==> config.mk <==
export PLATFORM = sky130hd
export DESIGN_NAME = srgb_cr_div_stage
export DESIGN_NICKNAME = d
export VERILOG_FILES = /design/src/rtl/core/srgb_cr_pkg.sv /design/src/rtl/core/srgb_cr_div_stage.sv
export VERILOG_INCLUDE_DIRS = /design/src /design/src/rtl/core
export SDC_FILE = /design/constraint.sdc
export NUM_CORES = 1
export LEC_CHECK = 0
export BUFFER_PORTS_ARGS = -buffer_cell sky130_fd_sc_hd__buf_2
export CAP_MARGIN = 20
export CORE_MARGIN = 4
export CORE_UTILIZATION = 53
export DETAILED_ROUTE_END_ITERATION = 8
export PLACE_DENSITY = 0.93
export SLEW_MARGIN = 5
export SYNTH_ARGS = -nofsm -noshare
export SYNTH_HDL_FRONTEND = slang
export SYNTH_SLANG_ARGS = --single-unit
==> constraint.sdc <==
create_clock -name clk -period 19.7 [get_ports clk]
set_clock_uncertainty 0.15 [all_clocks]
set_input_delay 2.955 -clock clk [delete_from_list [all_inputs] [get_ports clk]]
set_output_delay 2.955 -clock clk [all_outputs]
set_load 0.02 [all_outputs]
==> src/rtl/core/assert_macros.svh <==
// assertion macros shared by the contrast ratio rtl
// clocked on the rising edge, disabled while the synchronous reset is active
`ifndef ASSERT_MACROS_SVH
`define ASSERT_MACROS_SVH

// antecedent implies consequent in the same cycle
`define SCR_ASSERT_IMP(label, clk, rst_n, ante, cons, msg) \
  label: assert property (@(posedge clk) disable iff (!rst_n) (ante) |-> (cons)) \
    else $error(msg);

// property must hold at every clock edge
`define SCR_ASSERT_ALWAYS(label, clk, rst_n, prop, msg) \
  label: assert property (@(posedge clk) disable iff (!rst_n) (prop)) \
    else $error(msg);

`endif

==> src/rtl/core/srgb_cr_pkg.sv <==
// shared types, constants and the srgb linearization table for the contrast ratio block
// no dependencies
`default_nettype none

package srgb_cr_pkg;

  localparam int unsigned FRAC_BITS   = 16;
  localparam int unsigned WEIGHT_BITS = 16;
  localparam int unsigned CHAN_W      = 8;
  localparam int unsigned LIN_W       = FRAC_BITS + 1;
  localparam int unsigned TERM_W      = 17;
  localparam int unsigned QUO_W       = 21;
  localparam int unsigned NUM_W       = TERM_W + FRAC_BITS;
  localparam int unsigned PROD_W      = LIN_W + WEIGHT_BITS;
  localparam int unsigned SUM_W       = PROD_W + 2;
  localparam int unsigned LANE_STAGES = 3;
  localparam int unsigned DIV_STEP_BITS = 3;
  localparam int unsigned DIV_STAGES  = QUO_W / DIV_STEP_BITS;
  localparam int unsigned LATENCY     = LANE_STAGES + DIV_STAGES;

  localparam logic [WEIGHT_BITS-1:0] W_RED   = WEIGHT_BITS'(13933);
  localparam logic [WEIGHT_BITS-1:0] W_GREEN = WEIGHT_BITS'(46871);
  localparam logic [WEIGHT_BITS-1:0] W_BLUE  = WEIGHT_BITS'(4732);
  localparam logic [SUM_W-1:0]       ROUND_HALF = SUM_W'(64'd1 << (WEIGHT_BITS - 1));
  localparam logic [TERM_W-1:0]      OFFSET =
    TERM_W'(((64'd5 << FRAC_BITS) + 64'd50) / 64'd100);

  typedef logic [TERM_W-1:0] term_t;
  typedef logic [LIN_W-1:0]  lin_t;

  typedef struct packed {
    logic [CHAN_W-1:0] first_red;
    logic [CHAN_W-1:0] first_green;
    logic [CHAN_W-1:0] first_blue;
    logic [CHAN_W-1:0] second_red;
    logic [CHAN_W-1:0] second_green;
    logic [CHAN_W-1:0] second_blue;
  } in_item_t;

  typedef struct packed {
    term_t              first_term;
    term_t              second_term;
    logic [QUO_W-1:0]   contrast_ratio;
  } out_item_t;

  typedef struct packed {
    logic [CHAN_W-1:0] red;
    logic [CHAN_W-1:0] green;
    logic [CHAN_W-1:0] blue;
  } color_t;

  // partial long division carried down the divider stages
  typedef struct packed {
    term_t             dividend;
    term_t             divisor;
    logic [TERM_W-1:0] rem;
    logic [QUO_W-1:0]  rest;
    logic [QUO_W-1:0]  quo;
  } div_state_t;

  typedef logic [(1 << CHAN_W)-1:0][LIN_W-1:0] lin_tab_t;

  // one table entry: linear segment for dark codes, else q31 power 2.4 via fifth root
  function automatic lin_t lin_entry(input int unsigned v);
    logic [63:0] x;
    logic [63:0] z;
    logic [63:0] lo;
    logic [63:0] hi;
    logic [63:0] mid;
    logic [63:0] t2;
    logic [63:0] t4;
    logic [63:0] p;
    logic [63:0] y;
    logic [63:0] vv;
    vv = 64'(v);
    if (vv * 64'd100000 < 64'd1001640) begin
      return LIN_W'((((vv * 64'd10) << FRAC_BITS) + 64'd16473) / 64'd32946);
    end
    x  = ((vv * 64'd1000 + 64'd14025) << 31) / 64'd269025;
    z  = (x * x) >> 31;
    lo = 64'd0;
    hi = 64'd1 << 31;
    for (int i = 0; i < 40; i++) begin
      if (lo < hi) begin
        mid = lo + ((hi - lo + 64'd1) >> 1);
        t2  = (mid * mid) >> 31;
        t4  = (t2 * t2) >> 31;
        p   = (t4 * mid) >> 31;
        if (p <= z) begin
          lo = mid;
        end else begin
          hi = mid - 64'd1;
        end
      end
    end
    y = (z * lo) >> 31;
    return LIN_W'((y + (64'd1 << (30 - FRAC_BITS))) >> (31 - FRAC_BITS));
  endfunction

  function automatic lin_tab_t build_lin_tab();
    lin_tab_t tab;
    for (int v = 0; v < (1 << CHAN_W); v++) begin
      tab[v] = lin_entry(v);
    end
    return tab;
  endfunction

  localparam lin_tab_t LIN_TAB = build_lin_tab();

endpackage

`default_nettype wire

==> src/rtl/core/srgb_cr_div_stage.sv <==
// one restoring divider stage, resolves DIV_STEP_BITS quotient bits per cycle
// depends on srgb_cr_pkg and assert_macros.svh
`default_nettype none

`include "assert_macros.svh"

module srgb_cr_div_stage (
  input  wire logic                    clk,
  input  wire logic                    rst_n,
  input  wire logic                    in_valid,
  input  wire srgb_cr_pkg::div_state_t in_st,
  output logic                         out_valid,
  output srgb_cr_pkg::div_state_t      out_st
);

  logic                    valid_r;
  srgb_cr_pkg::div_state_t st_r, st_nxt;

  always_comb begin
    logic [srgb_cr_pkg::TERM_W:0] shifted;
    logic [srgb_cr_pkg::TERM_W:0] divisor_x;
    logic                         q_bit;
    st_nxt = in_st;
    for (int k = 0; k < srgb_cr_pkg::DIV_STEP_BITS; k++) begin
      shifted   = {st_nxt.rem, st_nxt.rest[srgb_cr_pkg::QUO_W-1]};
      divisor_x = {1'b0, st_nxt.divisor};
      q_bit     = (shifted >= divisor_x);
      if (q_bit) begin
        shifted = shifted - divisor_x;
      end
      st_nxt.rem  = shifted[srgb_cr_pkg::TERM_W-1:0];
      st_nxt.rest = {st_nxt.rest[srgb_cr_pkg::QUO_W-2:0], 1'b0};
      st_nxt.quo  = {st_nxt.quo[srgb_cr_pkg::QUO_W-2:0], q_bit};
    end
  end

  always_ff @(posedge clk) begin
    if (!rst_n) begin
      valid_r <= 1'b0;
    end else begin
      valid_r <= in_valid;
    end
  end

  always_ff @(posedge clk) begin
    st_r <= st_nxt;
  end

  assign out_valid = valid_r;
  assign out_st    = st_r;

  // partial remainder must stay below the divisor after every stage
  `SCR_ASSERT_IMP(a_rem_below_divisor, clk, rst_n, valid_r, st_r.rem < st_r.divisor, "divider remainder not below divisor")

endmodule

`default_nettype wire

# After elaboration in Yosys (flattened, before gate mapping)
# Index checks and enable logic that the tools add are counted.
[op_classes]
order_cmp = 3
addsub = 3
n_mux = 3
[ops]
columns = ["cell", "count"]
rows = [
  ["$ge A18 B17 Y1", 3],
  ["$mux W17", 3],
  ["$sub A17 B17 Y17", 3],
]
[word_totals]
out_inout_bits = 94
reg_bits = 91

# Depth between registers and ports, before layout
[logic_depth]
depth_word = 6
ltp_mapped = 39

# Worst setup path after synthesis
# Ideal clock, no wire load.
[synth_timing]
path_kind = "input port to flip-flop"
startpoint = "input port in_st[41] (netlist name)"
endpoint = "register st_r, in the netlist out_st[48]"
t_required_ps = 19418
n_path_buf = 5
setup_slack_ps = 9830
cell_stages = 37
arrival_time_ps = 9588
setup_time_ps = 132
cell_sequence = "inv_1 -> ha_1 -> inv_1 -> fa_1 -> nand3_1 -> a31oi_1 -> o31ai_1 -> o21a_1 -> and2_1 -> buf_4 -> clkinv_1 -> clkbuf_1 -> o21ai_0 -> inv_1 -> ha_1 -> and3_1 -> a221oi_1 -> a21oi_1 -> o221ai_1 -> a21o_1 -> o211ai_4 -> clkbuf_1 -> nor2_1 -> a21oi_1 -> fa_1 -> a211oi_2 -> o21bai_1 -> o41ai_2 -> o21ai_2 -> a221oi_4 -> o2bb2ai_2 -> nand3_2 -> or2_1 -> buf_6 -> buf_6 -> nand3_1 -> o221ai_2"
[synth_rtl]
columns = ["item", "line", "source"]
rows = [
  ["from (decl)", "srgb_cr_div_stage.sv:11", "input wire srgb_cr_pkg::div_state_t in_st,"],
  ["to (signal assigned)", "srgb_cr_div_stage.sv:46", "st_r <= st_nxt;"],
  ["to (decl)", "srgb_cr_div_stage.sv:17", "srgb_cr_pkg::div_state_t st_r, st_nxt;"],
]

==> impl_metrics.csv <==
group,metric,value,unit
sta,finalCriticalPeriod,11.65,ns
routing,vias,4735,
routing,vias_per_cell,5.79,
layout,fillCellCount,663,
grt,grt_util_met1,28.2,%
synthesis,syn_avg_cell_area,9.45,sq um
sta,setup_viol,0,
critical_path,cp_num_buf_inv,4,
synthesis,synth_mux_area_share,3.86,%
critical_path,critPathRequiredTime,19.79,ns
critical_path,critical-path-top-delay-family,"compound AO/OA/AOI/OAI gates",
synthesis,synthSimpleGateAreaFrac,11.0,%
grt,grt_pass1_wl,22.3,mm
grt,grt.busiest_layer,"met2",
grt,grt_antenna_before_repair,1,
synthesis,ys_seq_area_share,37.0,%
clock_network,post_cts_resize_count,0,
grt,grt_use_met3,4.72,%
synthesis,synth_common_cells,"dfxtp_1, ha_1, a21oi_1",
place,portBuffers,183,
sta,hold_violations,0,
clock_network,ctsHoldBuffers,0,
synthesis,synthXorXnorAreaFrac,6.94,%
clock_network,ctsRootBufferMaster,"clkbuf_8",
synthesis,synth_flop_cell,"dfxtp_1",
sta,tns,0,ns
floorplanning,die_h,104,microns
hold_path,hp-class,"in2reg",
synthesis,yosysUniqueCellTypes,61,
critical_path,worst-path-max-fanout,28,
floorplanning,rows,34,
synthesis,synthArstFlopShare,0,%
synthesis,synth_top_family_by_area,"compound AO/OA/AOI/OAI gates",
layout,post-route-cell-area,6110,sq um
routing,post-route-drc-count,0,
critical_path,slowest_delay,0.67,ns
critical_path,worst_setup_path_start_kind,"primary input",
critical_path,critPathArrivalTime,11.74,ns
critical_path,cp_slowest_cell,"o21ai_0",
power_and_ir_drop,power_density,133,nW/um^2
layout,synthToLayoutAreaGrowth,24.1,%
synthesis,synth_fa_ha_area_share,14.2,%
floorplanning,ios,190,
synthesis,yosys.area.top_type_share,37.0,%
floorplanning,core_area,8890,sq um
sta,tightest_slew,0.930,ns
synthesis,synth-edff-count,0,
power_and_ir_drop,vdd_drop_max,0.0812,mV
synthesis,syn_inst,521,
grt,use_met2,45.2,%
clock_network,cts_sinks,91,
clock_network,clk_pin_slew,0.11,ns
place,place_area,5900,sq um
critical_path,path_class,"in2reg",
place,hpwl,11.3,mm
layout,antenna_cells,0,
sta,fin_crit_sh,59.1,%
synthesis,ys_warn_count,0,
routing,drt-total-wl,14.0,mm
clock_network,htreeDepth,3,
synthesis,yosysMostFrequentCell,"dfxtp_1",
place,gp_congestion,0.915,
grt,overflow,0,
floorplanning,start_util,55.4,%
floorplanning,dieArea,10900,sq um
clock_network,cts_tree,"built",
critical_path,endpoint_kind,"flop",
sta,clock.fmax,0.0858,GHz
grt,grt_pass1_vias,4759,
routing,wl_per_cell,17.1,microns
sta,hold_slack,2.53,ns
sta,drv_slew,0,
clock_network,numCtsBuffers,9,
sta,grt_setup_unrepaired,"no",
routing,drtAntennaViolNets,0,
power_and_ir_drop,p_leak,3.05,nW
synthesis,netlist_top_cells_area,"dfxtp_1, ha_1, xnor2_1",
grt,grt_max_degree,29,
sta,relSlewSlack,37.7,%
outcome,status,"finished, final reports clean",
grt,grt.total_usage,24.9,%
floorplanning,die_w,104,microns
layout,drive_above_1_share,31.3,%
synthesis,netlist_area,4920,sq um
routing,drt-initial-drc-count,347,
synthesis,synth_area_leader_cell,"dfxtp_1",
synthesis,synth-seq-cells,91,
synthesis,synth_compound_area_share,22.4,%
run,maxCapViolCount,0,
clock_network,post-cts-setup-buffer-count,0,
layout,nets,855,
routing,drt_first_pass_iters,6,
clock_network,clockBufferDepth,2,
metal layers:
| metal | vias up | part of all wire, % | wire length, microns |
|---|---|---|---|
| met5 | - | 0.057 | 8 |
| met4 | 2 | 3.6 | 498 |
| met3 | 56 | 8.6 | 1210 |
| met2 | 278 | 50 | 6950 |
| met1 | 2141 | 38 | 5340 |
| li1 | 2258 | - | - |
sequential cells by signal (all words and copies together) (netlist names):
name       count
out_valid      1
out_st        90
metrics by stage:
step	total power [mW]	setup WS, ns	instances	util (%)
5_1_grt	0.868	7.33	818	68.7
4_1_cts	0.807	8.25	818	68.7
3_5_place_dp	0.673	7.85	802	66.4
3_3_place_gp	0.657	8.11	802	66.4
6_report	0.813	8.05	818	68.7
2_1_floorplan	0.574	9.83	523	-
path summary, 6_finish.rpt:
check / start / depth (start not counted) / to
max: in_st[59] / 32 / out_st[55]$_DFF_P_
min: in_st[5] / 1 / out_st[8]$_DFF_P_
layout by cell type (no fill, tap or decap), types with 12 or more instances in the layout:
cell and instances:
o21ai_0 27, nor2_1 36, nand2_1 23, ha_1 51, a21o_1 16, xnor2_1 27, buf_2 183, xor2_1 12
dfxtp_1 91, inv_1 37, a21oi_1 46
area by class of cell:
| type | count | area (sq um) | share of cell area [%] |
|---|---|---|---|
| clock inverter | 7 | 88.8 | 1.45 |
| multi-input combinational | 382 | 2880 | 47.2 |
| clock buffer | 9 | 124 | 2.03 |
| inverter | 38 | 143 | 2.33 |
| tap | 108 | 135 | 2.21 |
| timing repair buffer | 183 | 916 | 15.0 |
| sequential | 91 | 1820 | 29.8 |
power breakdown:
| part | switching, mW | internal [mW] |
|---|---|---|
| logic | 0.275 | 0.188 |
| clock network | 0.0778 | 0.0517 |
| registers | 0.00621 | 0.215 |
| total | 0.359 | 0.455 |
logic make-up (layout without fill, tap and decap cells):
group / Yosys count / count (layout)
AOI/OAI and AO/OA: 155 / 155
xor gates and xnor gates: 39 / 39
adders and majority gates: 54 / 54
buffers and inverters: 50 / 237
DFF: 91 / 91
muxes: 18 / 18
other: 1 / 3
and+or+nand+nor: 113 / 113
No activity file was read; power rests on OpenSTA's default activity.
